==> src/rtl/rcfe_pkg.sv <==
// Shared types, constants and the CRC-8 step for the RC-channels frame encoder.
package rcfe_pkg;

  localparam int unsigned VAL_W      = 11;
  localparam int unsigned BYTE_W     = 8;
  localparam int unsigned CH_W       = 4;
  localparam int unsigned PEND_W     = 7;
  localparam int unsigned PCNT_W     = 3;
  localparam int unsigned CFG_IDX_W  = 2;
  localparam int unsigned QUEUE_DEPTH = 4;

  localparam logic [BYTE_W-1:0] SYNC_BYTE = 8'hC8;
  localparam logic [BYTE_W-1:0] LEN_BYTE  = 8'd24;
  localparam logic [BYTE_W-1:0] TYPE_BYTE = 8'h16;
  localparam logic [BYTE_W-1:0] CRC_POLY  = 8'hD5;

  localparam logic [VAL_W-1:0] LOW_RESET  = 11'd172;
  localparam logic [VAL_W-1:0] HIGH_RESET = 11'd1811;

  localparam logic [CH_W-1:0] CH_FIRST = 4'd0;
  localparam logic [CH_W-1:0] CH_LAST  = 4'd15;

  // Configuration register indexes
  localparam logic [CFG_IDX_W-1:0] REG_CLAMP_LOW  = 2'd0;
  localparam logic [CFG_IDX_W-1:0] REG_CLAMP_HIGH = 2'd1;

  // One classified channel word handed from the front to the back
  typedef struct packed {
    logic              first;     // send sync, length and type ahead of payload
    logic              crc_last;  // close the frame with the CRC byte
    logic              two;       // two payload bytes instead of one
    logic [BYTE_W-1:0] b0;
    logic [BYTE_W-1:0] b1;
  } rcfe_entry_t;

  // Queue status seen by the front, the back and the checks
  typedef struct packed {
    logic full;
    logic empty;
  } rcfe_fifo_stat_t;

  // Feed one byte into the CRC-8, MSB first, no reflection
  function automatic logic [BYTE_W-1:0] crc8_feed(input logic [BYTE_W-1:0] crc,
                                                  input logic [BYTE_W-1:0] b);
    logic [BYTE_W-1:0] c;
    c = crc ^ b;
    for (int i = 0; i < BYTE_W; i++) begin
      if (c[BYTE_W-1]) begin
        c = (c << 1) ^ CRC_POLY;
      end else begin
        c = c << 1;
      end
    end
    return c;
  endfunction

endpackage

==> src/rtl/rc_channels_frame_encoder.sv <==
// Top level of the RC-channels frame encoder: front, queue and byte serializer.
//
// Takes sixteen 11-bit channel words per frame, clamps each to the configured
// bounds, packs them LSB first and sends a 26-byte frame (sync, length, type,
// 22 payload bytes, CRC-8 poly 0xD5) one byte per cycle while the consumer is ready.
// Each input word yields 1 to 4 output bytes: 4 for channel 0 (header plus one
// payload byte), 3 for channel 15 (two payload bytes plus CRC), 1 or 2 otherwise.
// The output serializer, which moves one byte per cycle when not stalled, sets
// the sustained rate; the front accepts a word every cycle while the queue has
// room (QUEUE_DEPTH words) and the output register decouples the consumer.
// Configuration writes are always accepted and should occur while idle.
module rc_channels_frame_encoder #(
  parameter int unsigned QUEUE_DEPTH = rcfe_pkg::QUEUE_DEPTH
) (
  input  logic                            clk,
  input  logic                            rst_n,
  input  logic                            in_valid,
  output logic                            in_ready,
  input  logic [rcfe_pkg::VAL_W-1:0]      in_channel_value,
  output logic                            out_valid,
  input  logic                            out_ready,
  output logic [rcfe_pkg::BYTE_W-1:0]     out_data_byte,
  output logic                            out_last_of_run,
  output logic                            out_end_of_frame,
  input  logic                            cfg_valid,
  output logic                            cfg_ready,
  input  logic [rcfe_pkg::CFG_IDX_W-1:0]  cfg_index,
  input  logic [rcfe_pkg::VAL_W-1:0]      cfg_data
);

  rcfe_pkg::rcfe_entry_t     push_entry, head;
  rcfe_pkg::rcfe_fifo_stat_t q_stat;
  logic                      q_push, q_pop;

  assign cfg_ready = 1'b1;

  rcfe_front u_front (
    .clk              (clk),
    .rst_n            (rst_n),
    .in_valid         (in_valid),
    .in_ready         (in_ready),
    .in_channel_value (in_channel_value),
    .cfg_valid        (cfg_valid),
    .cfg_index        (cfg_index),
    .cfg_data         (cfg_data),
    .q_stat           (q_stat),
    .q_push           (q_push),
    .q_entry          (push_entry)
  );

  rcfe_fifo #(
    .DEPTH (QUEUE_DEPTH)
  ) u_fifo (
    .clk        (clk),
    .rst_n      (rst_n),
    .push       (q_push),
    .push_entry (push_entry),
    .pop        (q_pop),
    .head       (head),
    .stat       (q_stat)
  );

  rcfe_back u_back (
    .clk              (clk),
    .rst_n            (rst_n),
    .head             (head),
    .q_stat           (q_stat),
    .q_pop            (q_pop),
    .out_valid        (out_valid),
    .out_ready        (out_ready),
    .out_data_byte    (out_data_byte),
    .out_last_of_run  (out_last_of_run),
    .out_end_of_frame (out_end_of_frame)
  );

`ifndef SYNTHESIS
  // The CRC byte always closes the run of its word
  a_eof_is_last: assert property (@(posedge clk) disable iff (!rst_n)
    out_valid && out_end_of_frame |-> out_last_of_run)
    else $error("CRC byte not marked last of run");

  // Pop only a present word
  a_pop_nonempty: assert property (@(posedge clk) disable iff (!rst_n)
    q_pop |-> !q_stat.empty)
    else $error("queue popped while empty");

  // Queue cannot read both full and empty
  a_stat_sane: assert property (@(posedge clk) disable iff (!rst_n)
    !(q_stat.full && q_stat.empty))
    else $error("queue status inconsistent");
`endif

endmodule

==> src/rtl/rcfe_front.sv <==
// Front end: configuration registers, clamping and bit packing of channel words.
module rcfe_front (
  input  logic                               clk,
  input  logic                               rst_n,
  input  logic                               in_valid,
  output logic                               in_ready,
  input  logic [rcfe_pkg::VAL_W-1:0]         in_channel_value,
  input  logic                               cfg_valid,
  input  logic [rcfe_pkg::CFG_IDX_W-1:0]     cfg_index,
  input  logic [rcfe_pkg::VAL_W-1:0]         cfg_data,
  input  rcfe_pkg::rcfe_fifo_stat_t          q_stat,
  output logic                               q_push,
  output rcfe_pkg::rcfe_entry_t              q_entry
);

  logic [rcfe_pkg::VAL_W-1:0]  clamp_low_r;
  logic [rcfe_pkg::VAL_W-1:0]  clamp_high_r;
  logic [rcfe_pkg::CH_W-1:0]   ch_cnt_r;
  logic [rcfe_pkg::PEND_W-1:0] pend_bits_r, pend_bits_nxt;
  logic [rcfe_pkg::PCNT_W-1:0] pend_cnt_r, pend_cnt_nxt;

  logic [rcfe_pkg::VAL_W-1:0]  v_raised, v_clamped;
  logic                        first, last_ch, two;
  logic [rcfe_pkg::PEND_W-1:0] pend_in;
  logic [rcfe_pkg::PCNT_W-1:0] pcnt_in;
  logic [17:0]                 acc;
  logic [4:0]                  bits;

  // Accept while the queue has room
  assign in_ready = !q_stat.full;
  assign q_push   = in_valid && in_ready;

  // Raise to the low bound first, then limit to the high bound
  assign v_raised  = (in_channel_value < clamp_low_r) ? clamp_low_r : in_channel_value;
  assign v_clamped = (v_raised > clamp_high_r) ? clamp_high_r : v_raised;

  // Append the 11-bit field LSB first behind the pending bits
  assign first   = (ch_cnt_r == rcfe_pkg::CH_FIRST);
  assign last_ch = (ch_cnt_r == rcfe_pkg::CH_LAST);
  assign pend_in = first ? '0 : pend_bits_r;
  assign pcnt_in = first ? '0 : pend_cnt_r;
  assign acc     = {11'd0, pend_in} | ({7'd0, v_clamped} << pcnt_in);
  assign bits    = {2'd0, pcnt_in} + 5'd11;
  assign two     = (bits >= 5'd16);

  always_comb begin
    if (last_ch) begin
      pend_bits_nxt = '0;
      pend_cnt_nxt  = '0;
    end else if (two) begin
      pend_bits_nxt = {5'd0, acc[17:16]};
      pend_cnt_nxt  = 3'(bits - 5'd16);
    end else begin
      pend_bits_nxt = acc[14:8];
      pend_cnt_nxt  = 3'(bits - 5'd8);
    end
  end

  always_comb begin
    q_entry.first    = first;
    q_entry.crc_last = last_ch;
    q_entry.two      = two;
    q_entry.b0       = acc[7:0];
    q_entry.b1       = acc[15:8];
  end

  // Hold the clamp bounds; unknown indexes are dropped
  always_ff @(posedge clk) begin
    if (!rst_n) begin
      clamp_low_r  <= rcfe_pkg::LOW_RESET;
      clamp_high_r <= rcfe_pkg::HIGH_RESET;
    end else if (cfg_valid) begin
      unique case (cfg_index)
        rcfe_pkg::REG_CLAMP_LOW:  clamp_low_r  <= cfg_data;
        rcfe_pkg::REG_CLAMP_HIGH: clamp_high_r <= cfg_data;
        default: ;
      endcase
    end
  end

  // Advance channel and packing state per accepted word
  always_ff @(posedge clk) begin
    if (!rst_n) begin
      ch_cnt_r    <= '0;
      pend_bits_r <= '0;
      pend_cnt_r  <= '0;
    end else if (q_push) begin
      ch_cnt_r    <= ch_cnt_r + 4'd1;
      pend_bits_r <= pend_bits_nxt;
      pend_cnt_r  <= pend_cnt_nxt;
    end
  end

endmodule

==> src/rtl/rcfe_fifo.sv <==
// Short queue of classified channel words between front and back.
module rcfe_fifo #(
  parameter int unsigned DEPTH = rcfe_pkg::QUEUE_DEPTH
) (
  input  logic                      clk,
  input  logic                      rst_n,
  input  logic                      push,
  input  rcfe_pkg::rcfe_entry_t     push_entry,
  input  logic                      pop,
  output rcfe_pkg::rcfe_entry_t     head,
  output rcfe_pkg::rcfe_fifo_stat_t stat
);

  localparam int unsigned AW = $clog2(DEPTH);
  localparam int unsigned CW = $clog2(DEPTH + 1);

  rcfe_pkg::rcfe_entry_t mem_r [DEPTH];
  logic [AW-1:0] wr_ptr_r, rd_ptr_r;
  logic [CW-1:0] cnt_r;

  assign head       = mem_r[rd_ptr_r];
  assign stat.full  = (cnt_r == CW'(DEPTH));
  assign stat.empty = (cnt_r == '0);

  // Store pushed words
  always_ff @(posedge clk) begin
    if (push) begin
      mem_r[wr_ptr_r] <= push_entry;
    end
  end

  // Advance pointers and the fill count
  always_ff @(posedge clk) begin
    if (!rst_n) begin
      wr_ptr_r <= '0;
      rd_ptr_r <= '0;
      cnt_r    <= '0;
    end else begin
      if (push) begin
        wr_ptr_r <= (wr_ptr_r == AW'(DEPTH - 1)) ? '0 : wr_ptr_r + AW'(1);
      end
      if (pop) begin
        rd_ptr_r <= (rd_ptr_r == AW'(DEPTH - 1)) ? '0 : rd_ptr_r + AW'(1);
      end
      if (push && !pop) begin
        cnt_r <= cnt_r + CW'(1);
      end else if (pop && !push) begin
        cnt_r <= cnt_r - CW'(1);
      end
    end
  end

endmodule

==> src/rtl/rcfe_back.sv <==
// Back end: serializes queued words into frame bytes and keeps the running CRC.
module rcfe_back (
  input  logic                          clk,
  input  logic                          rst_n,
  input  rcfe_pkg::rcfe_entry_t         head,
  input  rcfe_pkg::rcfe_fifo_stat_t     q_stat,
  output logic                          q_pop,
  output logic                          out_valid,
  input  logic                          out_ready,
  output logic [rcfe_pkg::BYTE_W-1:0]   out_data_byte,
  output logic                          out_last_of_run,
  output logic                          out_end_of_frame
);

  typedef enum logic [2:0] {
    K_SYNC, K_LEN, K_TYPE, K_PAY0, K_PAY1, K_CRC
  } kind_t;

  logic [1:0]                 step_r;
  logic [rcfe_pkg::BYTE_W-1:0] crc_r;
  logic                       out_valid_r;
  logic [rcfe_pkg::BYTE_W-1:0] out_data_r;
  logic                       out_last_r;
  logic                       out_eof_r;

  kind_t                       kind;
  logic [2:0]                  n_bytes, hdr_n, pay_off;
  logic                        is_last, load;
  logic [rcfe_pkg::BYTE_W-1:0] byte_sel, crc_base, crc_fed;

  // Count bytes this word yields and place the current step
  assign hdr_n   = head.first ? 3'd3 : 3'd0;
  assign n_bytes = hdr_n + (head.two ? 3'd2 : 3'd1) + {2'd0, head.crc_last};
  assign pay_off = {1'b0, step_r} - hdr_n;
  assign is_last = (({1'b0, step_r} + 3'd1) == n_bytes);
  assign load    = !q_stat.empty && (!out_valid_r || out_ready);
  assign q_pop   = load && is_last;

  always_comb begin
    priority if (head.first && step_r == 2'd0) begin
      kind = K_SYNC;
    end else if (head.first && step_r == 2'd1) begin
      kind = K_LEN;
    end else if (head.first && step_r == 2'd2) begin
      kind = K_TYPE;
    end else if (pay_off == 3'd0) begin
      kind = K_PAY0;
    end else if (pay_off == 3'd1 && head.two) begin
      kind = K_PAY1;
    end else begin
      kind = K_CRC;
    end
  end

  // Select the byte for this step
  always_comb begin
    unique case (kind)
      K_SYNC:  byte_sel = rcfe_pkg::SYNC_BYTE;
      K_LEN:   byte_sel = rcfe_pkg::LEN_BYTE;
      K_TYPE:  byte_sel = rcfe_pkg::TYPE_BYTE;
      K_PAY0:  byte_sel = head.b0;
      K_PAY1:  byte_sel = head.b1;
      K_CRC:   byte_sel = crc_r;
      default: byte_sel = crc_r;
    endcase
  end

  // The type byte restarts the CRC from zero
  assign crc_base = (kind == K_TYPE) ? '0 : crc_r;
  assign crc_fed  = rcfe_pkg::crc8_feed(crc_base, byte_sel);

  // Advance step counter and CRC on each loaded byte
  always_ff @(posedge clk) begin
    if (!rst_n) begin
      step_r <= '0;
      crc_r  <= '0;
    end else if (load) begin
      step_r <= is_last ? 2'd0 : step_r + 2'd1;
      unique case (kind)
        K_TYPE, K_PAY0, K_PAY1: crc_r <= crc_fed;
        K_CRC:                  crc_r <= '0;
        K_SYNC, K_LEN:          crc_r <= crc_r;
        default:                crc_r <= crc_r;
      endcase
    end
  end

  // Hold the output word until taken
  always_ff @(posedge clk) begin
    if (!rst_n) begin
      out_valid_r <= 1'b0;
    end else if (load) begin
      out_valid_r <= 1'b1;
    end else if (out_ready) begin
      out_valid_r <= 1'b0;
    end
  end

  always_ff @(posedge clk) begin
    if (load) begin
      out_data_r <= byte_sel;
      out_last_r <= is_last;
      out_eof_r  <= (kind == K_CRC);
    end
  end

  assign out_valid        = out_valid_r;
  assign out_data_byte    = out_data_r;
  assign out_last_of_run  = out_last_r;
  assign out_end_of_frame = out_eof_r;

endmodule

==> config.mk <==
export PLATFORM = sky130hd
export DESIGN_NAME = rc_channels_frame_encoder
export DESIGN_NICKNAME = d
export VERILOG_FILES = /design/src/rtl/rcfe_pkg.sv /design/src/rtl/rc_channels_frame_encoder.sv /design/src/rtl/rcfe_front.sv /design/src/rtl/rcfe_fifo.sv /design/src/rtl/rcfe_back.sv
export SDC_FILE = /design/constraint.sdc
export NUM_CORES = 1
export LEC_CHECK = 0
export BUFFER_PORTS_ARGS = -buffer_cell sky130_fd_sc_hd__buf_2
export CAP_MARGIN = 10
export CORE_MARGIN = 2
export CORE_UTILIZATION = 25
export DETAILED_ROUTE_END_ITERATION = 12
export MAX_ROUTING_LAYER = met4
export PLACE_DENSITY_LB_ADDON = 0.12
export SKIP_CTS_REPAIR_TIMING = 1
export SLEW_MARGIN = 20
export SYNTH_ARGS = -nofsm -noshare
export SYNTH_HDL_FRONTEND = slang
export SYNTH_SLANG_ARGS = --single-unit
==> constraint.sdc <==
create_clock -name clk -period 8.35 [get_ports clk]
set_input_delay 0.4175 -clock clk [delete_from_list [all_inputs] [get_ports clk]]
set_output_delay 0.4175 -clock clk [all_outputs]
set_load 0.03 [all_outputs]
==> metrics.md, run 1 <==
| Metric | Value |
|---|---|
| Status | `complete, no violations` |
| I/O pins | `42` |
| Dominant synthesized flop cell | `sky130_fd_sc_hd__edfxtp_1` |
| Accumulated negative setup slack | `0 ns` |
| Fraction of the yosys area taken by sequential cells | `46.5%` |
| Rel. slew slack | `40.6%` |
| CTS HTree Levels | `4` |
| Max Root-Sink Buffers | `2` |
| Die X | `183 um` |
| Most frequent cells after synthesis | `sky130_fd_sc_hd__nand2_1 (104), sky130_fd_sc_hd__edfxtp_1 (86), sky130_fd_sc_hd__dfxtp_1 (56)` |
| Filler Cells Inserted | `3255` |
| Total power draw | `3.15 mW` |
| Worst hold margin | `0.225 ns` |
| Unrepaired setup endpoints after global routing | `no` |
| Last weighted congestion value of the routability-driven placer | `0.877` |
| Clock-pin transition on the worst setup and hold timing paths | `0.07 ns` |
| Residual overflow from global routing | `0` |
| Layout net count | `862` |
| Cell total after placement | `1175` |
| Initial antenna violation count | `0` |
| Peak fanout along the critical path | `20` |
| Detailed-router iteration count before antenna repair | `4` |
| Data arrival at the endpoint of the critical path | `5.97 ns` |
| Wire length of the first global-routing pass | `35.4 mm` |
| Max rail drop VDD | `0.133 mV` |
| Skew-Pair Late Insertion Delay | `0.43 ns` |
| Vias | `5817` |
| Pin count of the biggest net entering global routing | `58` |
| Via density | `4.82` |
| Violation count after the first detailed-route iteration | `258` |
| Synthesized area | `0.00797 mm2` |
| Final slew viol count | `0` |
| Post-route ant nets | `0` |
| Final cell count without fillers | `1207` |
| Average detailed-routed wire length per instance | `18.4 um` |
| Number of hold-slack violations in the final timing report | `0` |
| Share of synthesized registers carrying an async set or reset | `0%` |
| Avg Inst Size Synth | `10.5 um2` |
| Leakage Power | `3.41 nW` |
| Cell types occupying the most area after synthesis | `sky130_fd_sc_hd__edfxtp_1 (32%), sky130_fd_sc_hd__dfxtp_1 (14%), sky130_fd_sc_hd__ha_1 (6.0%), sky130_fd_sc_hd__mux4_2 (5.1%), sky130_fd_sc_hd__nand2_1 (4.9%)` |
| Post-synth EDFFs | `86` |
| Overall routed net length | `22.3 mm` |
| Full die area | `0.0333 mm2` |
| Ratio of total power to cell area | `344 mW/mm2` |
| Clock root buffer | `sky130_fd_sc_hd__clkbuf_16` |
| Antenna diode count | `0` |
| Upper clock frequency limit | `0.171 GHz` |
| Critical setup path kind | `flip-flop to flip-flop` |
| Standard-cell row count | `65` |
| Net count after synthesis | `831` |
| CTS Buf Count | `17` |
| Shortest clock period the worst path allows after layout | `5.86 ns` |
| Drt drc | `0` |
| Number of unique standard cell types used by synthesis | `74` |
| Share of post-route cells with drive strength above 1 | `14.9%` |
| Transition time at the pin with the least slew margin | `0.887 ns` |
| Path category of the worst min-delay check | `input port to flip-flop` |
| Required @ worst endpoint | `8.46 ns` |
| Max Cap Violations | `0` |
| Final core utilization | `29.1%` |
| Number of flip-flops and latches in the synthesized netlist | `142` |
| Global routing usage summed across all routing layers | `14.3%` |
| Warnings, synthesis | `0` |
| Cell accounting for the most synthesized area | `sky130_fd_sc_hd__edfxtp_1` |
| Number of global-route vias before repair | `5930` |
| Most repeated cell in the gate-level netlist after synthesis | `sky130_fd_sc_hd__nand2_1` |
| Number of setup violations in the final report | `0` |
| Core region area | `0.0315 mm2` |
| Yosys top cell area share | `32.4%` |
| Cell count after synthesis | `761` |
| Die Height | `183 um` |
| Critical path launch point type | `flip-flop` |
| Type of destination of the critical path | `flip-flop` |
| Clock tree from TritonCTS | `built` |
| Initial core utilization | `25.3%` |
| Number of clock sinks | `142` |
| DP Wirelength | `16.1 mm` |
| Area growth from synthesis to final layout | `14.8%` |
| Final clock period utilization by the worst path | `70.2%` |
| Count of input and output buffers | `40` |
| Worst-case clock skew | `0.0163 ns` |
## placed cells by master, fill, tap and decap left out, types with 6 or more instances in the layout
cell type / Yosys / routed
sky130_fd_sc_hd__nand2_1: 104 / 104
sky130_fd_sc_hd__edfxtp_1: 86 / 86
sky130_fd_sc_hd__dfxtp_1: 56 / 56
sky130_fd_sc_hd__inv_1: 41 / 41
sky130_fd_sc_hd__buf_2: 3 / 40
sky130_fd_sc_hd__nor2_1: 38 / 38
sky130_fd_sc_hd__ha_1: 38 / 38
sky130_fd_sc_hd__o21ai_0: 33 / 33
sky130_fd_sc_hd__a21oi_1: 29 / 29
sky130_fd_sc_hd__a21boi_0: 21 / 20
sky130_fd_sc_hd__nand3_1: 19 / 19
sky130_fd_sc_hd__mux4_2: 18 / 18
sky130_fd_sc_hd__a211oi_1: 18 / 18
sky130_fd_sc_hd__clkbuf_16: 0 / 17
sky130_fd_sc_hd__o211ai_1: 16 / 16
sky130_fd_sc_hd__and2_1: 12 / 12
sky130_fd_sc_hd__nor3_1: 11 / 11
sky130_fd_sc_hd__xnor2_1: 11 / 11
sky130_fd_sc_hd__a21o_1: 10 / 10
sky130_fd_sc_hd__nor4_1: 10 / 10
sky130_fd_sc_hd__mux2i_1: 9 / 9
sky130_fd_sc_hd__buf_4: 1 / 9
sky130_fd_sc_hd__and3_1: 10 / 8
sky130_fd_sc_hd__o21a_1: 7 / 7
sky130_fd_sc_hd__nor2b_1: 7 / 7
sky130_fd_sc_hd__o22ai_1: 6 / 6
sky130_fd_sc_hd__a31oi_1: 6 / 6
sky130_fd_sc_hd__a22oi_1: 6 / 6
sky130_fd_sc_hd__mux2_2: 6 / 6
## path summary, 6_finish.rpt
kind | from | cells past startpoint | to | slack, ns
hold reg to reg | u_front.pend_cnt_r[0]$_SDFFE_PN0P_ | 2 | u_front.pend_cnt_r[0]$_SDFFE_PN0P_ | 0.46
setup reg to reg | u_front.clamp_low_r[1]$_SDFFE_PN0P_ | 18 | u_fifo.mem_r[0][0]$_DFFE_PP_ | 2.49
setup / recovery | u_front.clamp_low_r[1]$_SDFFE_PN0P_ | 18 | u_fifo.mem_r[0][0]$_DFFE_PP_ | 2.49
hold / removal | cfg_data[3] | 3 | u_front.clamp_low_r[3]$_SDFFE_PN1P_ | 0.22
## cell type report
type	instances	area [um2]	share of cell area, %
clock inverter	15	145	1.59
inverter	44	165	1.80
sequential	142	3700	40.5
tap	402	503	5.49
multi-input combinational	538	3950	43.1
clock buffer	17	425	4.65
timing repair buffer	49	268	2.92
## state kept, by name (all words and copies together), names as in the netlist, named ones only
signal,count
u_fifo.rd_ptr_r,2
u_back.crc_r,8
u_back.out_last_of_run,1
u_fifo.mem_r,76
u_front.clamp_high_r,11
u_back.out_valid,1
u_back.out_data_byte,8
u_front.ch_cnt_r,4
u_fifo.cnt_r,3
u_front.pend_cnt_r,3
u_front.clamp_low_r,11
u_back.step_r,2
u_front.pend_bits_r,7
u_fifo.wr_ptr_r,2
u_back.out_end_of_frame,1
## cells by family (layout without fill, tap and decap cells)
| group | after synthesis | count (layout) | synth area share, % |
|---|---|---|---|
| multiplexers | 33 | 33 | 7.06 |
| adder cells (fa/ha/maj) | 41 | 41 | 6.72 |
| other | 1 | 1 | 0.0470 |
| AO/OA/AOI/OAI | 203 | 203 | 18.5 |
| buffers and inverters | 81 | 125 | 4.10 |
| AND/OR/NAND/NOR | 240 | 240 | 14.3 |
| flip-flops | 142 | 142 | 46.5 |
| XOR/XNOR | 20 | 20 | 2.84 |
## routing by layer
metal / global-route usage (%) / part of all wire, % / up-vias
met5: - / 0 / -
met4: 4.06 / 1.7 / 0
met3: 2.31 / 2.9 / 17
met2: 23.5 / 47 / 92
met1: 18.3 / 48 / 2812
li1: - / - / 2896
## through the flow
step                      cell area [um2]  worst slack, ns
after global routing                 9160             1.99
after CTS                            9150             2.49
after global placement               8580             2.45
final                                9160             2.49
after floorplan                      7970             3.92
after detailed placement             8580             2.37
## critical path, cell delays in order (launching register included)
cell                       delay, ns
sky130_fd_sc_hd__dfxtp_1        0.37
sky130_fd_sc_hd__inv_1          0.06
sky130_fd_sc_hd__ha_1           0.27
sky130_fd_sc_hd__a21o_1         0.15
sky130_fd_sc_hd__a211oi_1       0.26
sky130_fd_sc_hd__nor3_1         0.11
sky130_fd_sc_hd__o211ai_1       0.72
sky130_fd_sc_hd__nand2_1        0.56
sky130_fd_sc_hd__o21ai_0        0.33
sky130_fd_sc_hd__ha_1           0.28
sky130_fd_sc_hd__a21o_1         0.18
sky130_fd_sc_hd__a21oi_1        0.16
sky130_fd_sc_hd__o22ai_1        0.09
sky130_fd_sc_hd__nor2_1         0.20
sky130_fd_sc_hd__a21boi_1       0.10
sky130_fd_sc_hd__buf_4          0.22
sky130_fd_sc_hd__a221oi_1       0.55
sky130_fd_sc_hd__a211oi_1       0.15
sky130_fd_sc_hd__nor4_1         0.76
## power by group
group,switching (mW),internal [mW]
Clock,0.348,0.396
Sequential,0.0533,0.910
Combinational,0.854,0.590
Note: power is estimated with default switching activity, not from simulation.
==> inputs of run 2 (changes only) <==
clock period = 5 ns   (was 8.35 ns; I/O delays follow)
==> run 2 against run 1 <==
Effect of this change: fmax up 27%; first-iteration DRC count up 12%; global-route usage is 0.10 points lower; sequential power up 67%; die area is the same; via count up 1.9%; critical endpoint is now u_fifo.mem_r[1][10]$_DFFE_PP_.
==> metrics.md, run 2 (synthesis gave the netlist of run 1 again) <==
| Metric | Value |
|---|---|
| Final clock period utilization by the worst path | `92.5% (+22 points)` |
| Standard-cell row count | `65 (unchanged)` |
| Hold Path Sink | `u_front.clamp_low_r[3]$_SDFFE_PN1P_` |
| Clock-pin transition on the worst setup and hold timing paths | `0.07 ns (about the same)` |
| Origin of the worst min-delay path | `cfg_data[3]` |
| Last weighted congestion value of the routability-driven placer | `0.836 (-4.7%)` |
| Clock network fraction of total power | `22.7% (-0.9 points)` |
| Full die area | `0.0333 mm2 (unchanged)` |
| Worst-case clock skew | `0.0215 ns (+0.00513 ns)` |
| Critical setup path kind | `flip-flop to flip-flop` |
| Vias | `5929 (+1.9%)` |
| Die X | `183 um (unchanged)` |
| Critical register-to-register path startpoint | `u_front.clamp_low_r[1]$_SDFFE_PN0P_` |
| Skew-Pair Late Insertion Delay | `0.43 ns (about the same)` |
| Max Cap Violations | `0 (unchanged)` |
| Ratio of total power to cell area | `564 mW/mm2 (+64%)` |
| Rel. slew slack | `28.1% (-12 points)` |
| Pin count of the biggest net entering global routing | `42 (-28%)` |
| Switching part of the total power | `39.6% (-0.21 points)` |
| Cell total after placement | `1196 (+1.8%)` |
| Depth of the worst hold-timing path | `3 (unchanged)` |
| Status | `complete, no violations` |
| Drt drc | `0 (unchanged)` |
| Die Height | `183 um (unchanged)` |
| Count of input and output buffers | `40 (unchanged)` |
| Share of post-route cells with drive strength above 1 | `19.8% (+4.9 points)` |
| CTS Buf Count | `17 (unchanged)` |
| Shortest clock period the worst path allows after layout | `4.63 ns (-1.23 ns)` |
| Violation count after the first detailed-route iteration | `288 (+12%)` |
| Largest registers | `u_fifo.mem_r: 76 flops, u_front.clamp_high_r: 11 flops, u_front.clamp_low_r: 11 flops` |
| CTS HTree Levels | `4 (unchanged)` |
| Overall routed net length | `22.4 mm (+0.47%)` |
| Via density | `4.82 (about the same)` |
| Initial antenna violation count | `0 (unchanged)` |
| Comb power frac | `47.1% (+1.3 points)` |
| Number of global-route vias before repair | `6039 (+1.8%)` |
| Area growth from synthesis to final layout | `18.5%` |
| Number of hold-slack violations in the final timing report | `0 (unchanged)` |
| Initial core utilization | `25.3% (unchanged)` |
| Residual overflow from global routing | `0 (unchanged)` |
| Wire length of the first global-routing pass | `35.2 mm (-0.53%)` |
| R2r endpoint | `u_fifo.mem_r[1][10]$_DFFE_PP_` |
| Required @ worst endpoint | `5.25 ns (-3.21 ns)` |
| Reg with most FFs | `u_fifo.mem_r` |
| Leakage Power | `3.55 nW (+3.9%)` |
| Post-route ant nets | `0 (unchanged)` |
| Most common library cell in the layout ignoring fill and taps | `sky130_fd_sc_hd__nand2_1` |
| Critical path launch point type | `flip-flop` |
| Accumulated negative setup slack | `0 ns (unchanged)` |
| Layout net count | `886 (+2.8%)` |
| Total power draw | `5.32 mW (+69%)` |
| Detailed-router iteration count before antenna repair | `4 (unchanged)` |
| Global routing usage summed across all routing layers | `14.2% (-0.10 points)` |
| Data arrival at the endpoint of the critical path | `4.87 ns (-1.10 ns)` |
| Switching power summed over all nets | `2.11 mW (+68%)` |
| Internal Pwr Total | `3.21 mW (+70%)` |
| Average detailed-routed wire length per instance | `18.2 um (-1.5%)` |
| Reg power frac | `30.2% (-0.4 points)` |
| Clock root buffer | `sky130_fd_sc_hd__clkbuf_16` |
| Core region area | `0.0315 mm2 (unchanged)` |
| Number of setup violations in the final report | `0 (unchanged)` |
| I/O pins | `42 (unchanged)` |
| Number of clock sinks | `142 (unchanged)` |
| Clock tree from TritonCTS | `built` |
| Reg2Reg Setup Slack | `0.37 ns (-2.12 ns)` |
| Transition time at the pin with the least slew margin | `1.08 ns (+0.191 ns)` |
| Max Root-Sink Buffers | `2 (unchanged)` |
| Path depth of the worst reg2reg path | `20 (+2)` |
| Path category of the worst min-delay check | `input port to flip-flop` |
| Upper clock frequency limit | `0.216 GHz (+27%)` |
| Antenna diode count | `0 (unchanged)` |
| Most frequent cells in the layout | `sky130_fd_sc_hd__nand2_1 (104), sky130_fd_sc_hd__edfxtp_1 (86), sky130_fd_sc_hd__dfxtp_1 (56)` |
| Flip-flop count of the largest register, all copies and words added | `76 (unchanged)` |
| Final slew viol count | `0 (unchanged)` |
| Filler Cells Inserted | `3237 (-0.55%)` |
| Max rail drop VDD | `0.265 mV (+98%)` |
| Peak fanout along the critical path | `11 (-45%)` |
| Unrepaired setup endpoints after global routing | `no` |
| Final cell count without fillers | `1231 (+2.0%)` |
| DP Wirelength | `16.9 mm (+4.5%)` |
| Type of destination of the critical path | `flip-flop` |
run 2: worst max-delay path by stage:
stage                                        start                                  end  slack [ns]  cells after the start
2_1_floorplan  u_front.clamp_low_r[1]$_SDFFE_PN0P_  u_front.pend_bits_r[0]$_SDFFE_PN0P_        0.64                     20
3_3_place_gp   u_front.clamp_low_r[1]$_SDFFE_PN0P_        u_fifo.mem_r[2][11]$_DFFE_PP_        0.12                     20
3_5_place_dp   u_front.clamp_low_r[1]$_SDFFE_PN0P_        u_fifo.mem_r[2][11]$_DFFE_PP_        0.03                     20
4_1_cts        u_front.clamp_low_r[1]$_SDFFE_PN0P_        u_fifo.mem_r[3][11]$_DFFE_PP_      -0.006                     20
5_1_grt        u_front.clamp_low_r[1]$_SDFFE_PN0P_  u_front.pend_bits_r[0]$_SDFFE_PN0P_        0.01                     23
6_report       u_front.clamp_low_r[1]$_SDFFE_PN0P_        u_fifo.mem_r[1][10]$_DFFE_PP_        0.37                     20
run 2: power groups by stage:
| stage | clock network, mW | logic [mW] | registers, mW |
|---|---|---|---|
| after floorplan | 0 | 1.78 | 1.71 |
| after global placement | 0 | 2.52 | 1.64 |
| after detailed placement | 0 | 2.50 | 1.63 |
| after CTS | 1.25 | 2.51 | 1.61 |
| after global routing | 1.30 | 2.78 | 1.63 |
| final | 1.21 | 2.51 | 1.61 |
run 2: through the flow:
stage                     utilization (%)  worst slack, ns  hold WS (ns)  instance area, um2
after floorplan                         -            0.638         0.374                7970
after global placement               27.8            0.116         0.451                8740
after detailed placement             27.8           0.0287         0.459                8740
after CTS                            29.5         -0.00550        0.0576                9300
after global routing                 30.0           0.0118        0.0625                9450
final                                30.0            0.373        0.0736                9450
run 2: area by class of cell:
class | instances | area, um2 | share of cell area, %
repair buffers | 73 | 452 | 4.78
flip-flops and latches | 142 | 3700 | 39.2
multi-input cells | 538 | 4070 | 43.0
clock inverters | 15 | 131 | 1.39
well taps | 402 | 503 | 5.32
clock buffers | 17 | 425 | 4.50
inverters | 44 | 165 | 1.75
run 2: critical path, cell delays in order, from the launching register on:
cell	delay [ns]
sky130_fd_sc_hd__dfxtp_1	0.37
sky130_fd_sc_hd__inv_1	0.06
sky130_fd_sc_hd__ha_1	0.27
sky130_fd_sc_hd__a21o_1	0.18
sky130_fd_sc_hd__a211oi_2	0.26
sky130_fd_sc_hd__nor3_1	0.11
sky130_fd_sc_hd__o211a_1	0.29
sky130_fd_sc_hd__o21ai_0	0.25
sky130_fd_sc_hd__nand2_1	0.09
sky130_fd_sc_hd__ha_1	0.28
sky130_fd_sc_hd__nor2b_1	0.13
sky130_fd_sc_hd__o21a_1	0.16
sky130_fd_sc_hd__o21a_1	0.16
sky130_fd_sc_hd__o21ai_0	0.20
sky130_fd_sc_hd__buf_4	0.16
sky130_fd_sc_hd__a21bo_2	0.25
sky130_fd_sc_hd__nor2_1	0.09
sky130_fd_sc_hd__a311oi_1	0.61
sky130_fd_sc_hd__nand2_1	0.15
sky130_fd_sc_hd__o21ai_0	0.11
sky130_fd_sc_hd__a22o_1	0.27
run 2: layer usage:
metal  up-vias  track usage (%)  wire length, um
met1      2874             18.0            10600
met2        91             23.5            10800
li1       2948                -                -
met5         -                -                0
met4         0             3.94              415
met3        16             2.31              563
==> inputs of run 3 (changes only) <==
ABC_AREA = 1   (was unset)
==> run 3 against run 2 <==
Effect of this change: routed wire length shrank 10%; critical path depth down 1; final cell count rose by 12%; fmax up 5.9%; via count increased by 3.2%.
==> metrics.md, run 3 <==
| Metric | Value |
|---|---|
| Last weighted congestion value of the routability-driven placer | `0.788 (-5.8%)` |
| Initial antenna violation count | `0 (unchanged)` |
| Reg with most FFs | `u_fifo.mem_r` |
| Most repeated cell in the gate-level netlist after synthesis | `sky130_fd_sc_hd__nand2_1` |
| Number of clock sinks | `142 (unchanged)` |
| Fraction of the yosys area taken by sequential cells | `47.8% (+1.3 points)` |
| Worst path max stage delay | `0.54 ns (-0.07 ns)` |
| Data arrival at the endpoint of the critical path | `4.50 ns (-0.37 ns)` |
| Path category of the worst min-delay check | `input port to flip-flop` |
| Clock-pin transition on the worst setup and hold timing paths | `0.06 ns (about the same)` |
| Number of unique standard cell types used by synthesis | `43 (-42%)` |
| CTS Buf Count | `17 (unchanged)` |
| Average detailed-routed wire length per instance | `14.6 um (-19%)` |
| Synthesized area | `0.00775 mm2 (-2.8%)` |
| Max Root-Sink Buffers | `2 (unchanged)` |
| Ratio of total power to cell area | `619 mW/mm2 (+9.9%)` |
| Final core utilization | `29.5% (-0.50 points)` |
| Leakage Power | `3.73 nW (+5.1%)` |
| I/O pins | `42 (unchanged)` |
| Final clock period utilization by the worst path | `87.4% (-5.2 points)` |
| Share of synthesized registers carrying an async set or reset | `0% (unchanged)` |
| CTS HTree Levels | `4 (unchanged)` |
| Type of destination of the critical path | `flip-flop` |
| Overall routed net length | `20.1 mm (-10%)` |
| Depth of the worst hold-timing path | `3 (unchanged)` |
| Standard-cell row count | `64 (-1.5%)` |
| Cell chain of the critical path | `inv_1 -> ha_1 -> nand2_1 -> nor2_1 -> nand3_1 -> o2111ai_1 -> buf_4 -> o21ai_0 -> ha_1 -> nand2_1 -> o21ai_0 -> nand2_1 -> o2111ai_1 -> nand2_1 -> o21ai_0 -> nand2_1 -> o21ai_0 -> mux2i_1 -> o21ai_0` |
| Origin of the worst setup path | `u_front.clamp_low_r[10]$_SDFFE_PN0P_` |
| Cell types occupying the most area after synthesis | `sky130_fd_sc_hd__edfxtp_1 (33%), sky130_fd_sc_hd__dfxtp_1 (14%), sky130_fd_sc_hd__nand2_1 (11%), sky130_fd_sc_hd__o21ai_0 (7.0%), sky130_fd_sc_hd__ha_1 (6.1%)` |
| Clock tree from TritonCTS | `built` |
| Residual overflow from global routing | `0 (unchanged)` |
| Global routing usage summed across all routing layers | `13.2% (-1.0 points)` |
| Net count after synthesis | `994 (+20%)` |
| Transition time at the pin with the least slew margin | `0.885 ns (-0.194 ns)` |
| Via density | `4.45 (-7.6%)` |
| Origin of the worst min-delay path | `cfg_data[0]` |
| Initial core utilization | `25.3% (about the same)` |
| Violation count after the first detailed-route iteration | `302 (+4.9%)` |
| Number of buffer and inverter instances along the worst setup path | `2 (unchanged)` |
| Layout net count | `1035 (+17%)` |
| Critical register-to-register path startpoint | `u_front.clamp_low_r[10]$_SDFFE_PN0P_` |
| Worst-case clock skew | `0.0150 ns (-0.00644 ns)` |
| Rel. slew slack | `40.9% (+13 points)` |
| Full die area | `0.0324 mm2 (-2.7%)` |
| Upper clock frequency limit | `0.229 GHz (+5.9%)` |
| Cell count after synthesis | `924 (+21%)` |
| Shortest clock period the worst path allows after layout | `4.37 ns (-0.259 ns)` |
| Final slew viol count | `0 (unchanged)` |
| Antenna diode count | `0 (unchanged)` |
| Number of global-route vias before repair | `6015 (-0.40%)` |
| Dominant synthesized flop cell | `sky130_fd_sc_hd__edfxtp_1` |
| Wire length of the first global-routing pass | `33.0 mm (-6.3%)` |
| Area growth from synthesis to final layout | `16.5%` |
| Number of gates on the worst path with buffers counted | `19 (-5.0%)` |
| Cell at the slowest stage of the critical path | `sky130_fd_sc_hd__o21ai_0` |
| Required @ worst endpoint | `5.13 ns (-0.12 ns)` |
| Count of input and output buffers | `40 (unchanged)` |
| Final worst slack | `0.632 ns (+0.259 ns)` |
| Worst hold margin | `0.0571 ns (-0.0165 ns)` |
| Pin count of the biggest net entering global routing | `35 (-17%)` |
| Drt drc | `0 (unchanged)` |
| Largest registers | `u_fifo.mem_r: 76 flops, u_front.clamp_high_r: 11 flops, u_front.clamp_low_r: 11 flops` |
| Path depth of the worst reg2reg path | `19 (-5.0%)` |
| DP Wirelength | `14.9 mm (-12%)` |
| Final cell count without fillers | `1374 (+12%)` |
| Status | `complete, no violations` |
| Critical setup path kind | `flip-flop to flip-flop` |
| Most frequent cells after synthesis | `sky130_fd_sc_hd__nand2_1 (217), sky130_fd_sc_hd__o21ai_0 (108), sky130_fd_sc_hd__edfxtp_1 (86)` |
| Cell total after placement | `1342 (+12%)` |
| Post-route ant nets | `0 (unchanged)` |
| Yosys top cell area share | `33.3% (+0.94 points)` |
| Cell accounting for the most synthesized area | `sky130_fd_sc_hd__edfxtp_1` |
| Die X | `180 um (-1.4%)` |
| Most frequent cells in the layout | `sky130_fd_sc_hd__nand2_1 (217), sky130_fd_sc_hd__o21ai_0 (106), sky130_fd_sc_hd__edfxtp_1 (86)` |
| Die Height | `180 um (-1.4%)` |
| Warnings, synthesis | `0 (unchanged)` |
| Number of flip-flops and latches in the synthesized netlist | `142 (unchanged)` |
| Detailed-router iteration count before antenna repair | `5 (+1)` |
| Core region area | `0.0306 mm2 (-2.8%)` |
| Skew-Pair Late Insertion Delay | `0.43 ns (about the same)` |
| Share of post-route cells with drive strength above 1 | `13.2% (-6.6 points)` |
| Peak fanout along the critical path | `22 (+11)` |
| Avg Inst Size Synth | `8.39 um2 (-20%)` |
| Setup Slack @ Placement | `0.595 ns (+0.566 ns)` |
| Number of setup violations in the final report | `0 (unchanged)` |
| Clock root buffer | `sky130_fd_sc_hd__clkbuf_16` |
| Accumulated negative setup slack | `0 ns (unchanged)` |
| Most common library cell in the layout ignoring fill and taps | `sky130_fd_sc_hd__nand2_1` |
| Post-synth EDFFs | `86 (unchanged)` |
| Max Cap Violations | `0 (unchanged)` |
| Flip-flop count of the largest register, all copies and words added | `76 (unchanged)` |
| Max rail drop VDD | `0.248 mV (-6.4%)` |
| Unrepaired setup endpoints after global routing | `no` |
| Critical path launch point type | `flip-flop` |
| Vias | `6118 (+3.2%)` |
| Number of hold-slack violations in the final timing report | `0 (unchanged)` |
| Family with the most delay on the worst path | `compound AO/OA/AOI/OAI gates` |
[run 3: cell type report]
cell class / instances / area (um2)
clock buffer: 20 / 458
clock inverter: 12 / 156
fill: 3275 / 21600
inverter: 93 / 349
multi-input combinational: 658 / 3570
sequential: 142 / 3700
tap: 396 / 495
timing repair buffer: 53 / 298
[run 3: tightest hold or removal path, stage by stage]
cell                      delay (ns)
sky130_fd_sc_hd__buf_2          0.09
sky130_fd_sc_hd__nand2_1        0.05
sky130_fd_sc_hd__nand3_1        0.06
[run 3: final timing paths]
check | end | slack, ns
max | u_fifo.mem_r[3][11]$_DFFE_PP_ | 0.63
min | u_front.clamp_high_r[0]$_SDFFE_PN1P_ | 0.06
max reg2reg | u_fifo.mem_r[3][11]$_DFFE_PP_ | 0.63
min reg2reg | u_front.pend_cnt_r[1]$_SDFFE_PN0P_ | 0.47
[run 3: power by group]
part | internal [mW] | switching (mW) | total, mW
sequential | 1.52 | 0.0699 | 1.59
clock | 0.819 | 0.521 | 1.34
combinational | 0.850 | 1.82 | 2.67
total | 3.19 | 2.41 | 5.59
[run 3: kinds of logic after synthesis]
kind of cell / after synthesis / synth area share, %
other cells: 1 / 0.0484
xor+xnor: 7 / 0.791
mux: 3 / 0.388
compound gates: 199 / 13.9
simple gates: 407 / 23.8
flops: 142 / 47.8
buf+inv: 124 / 6.38
fa+ha+maj: 41 / 6.91
[run 3: layer usage]
| metal | vias up | routed length [um] | global-route usage (%) |
|---|---|---|---|
| met3 | 19 | 624 | 2.04 |
| met2 | 100 | 9470 | 21.5 |
| met5 | - | 0 | - |
| li1 | 3200 | - | - |
| met4 | 0 | 325 | 3.74 |
| met1 | 2799 | 9710 | 17.0 |
[run 3: metrics by stage]
step                      power, mW  cell area [um2]
after detailed placement       4.30             8410
final                          5.59             9030
after global routing           6.10             9030
after floorplan                3.65             7750
after CTS                      5.67             9030
after global placement         4.31             8410
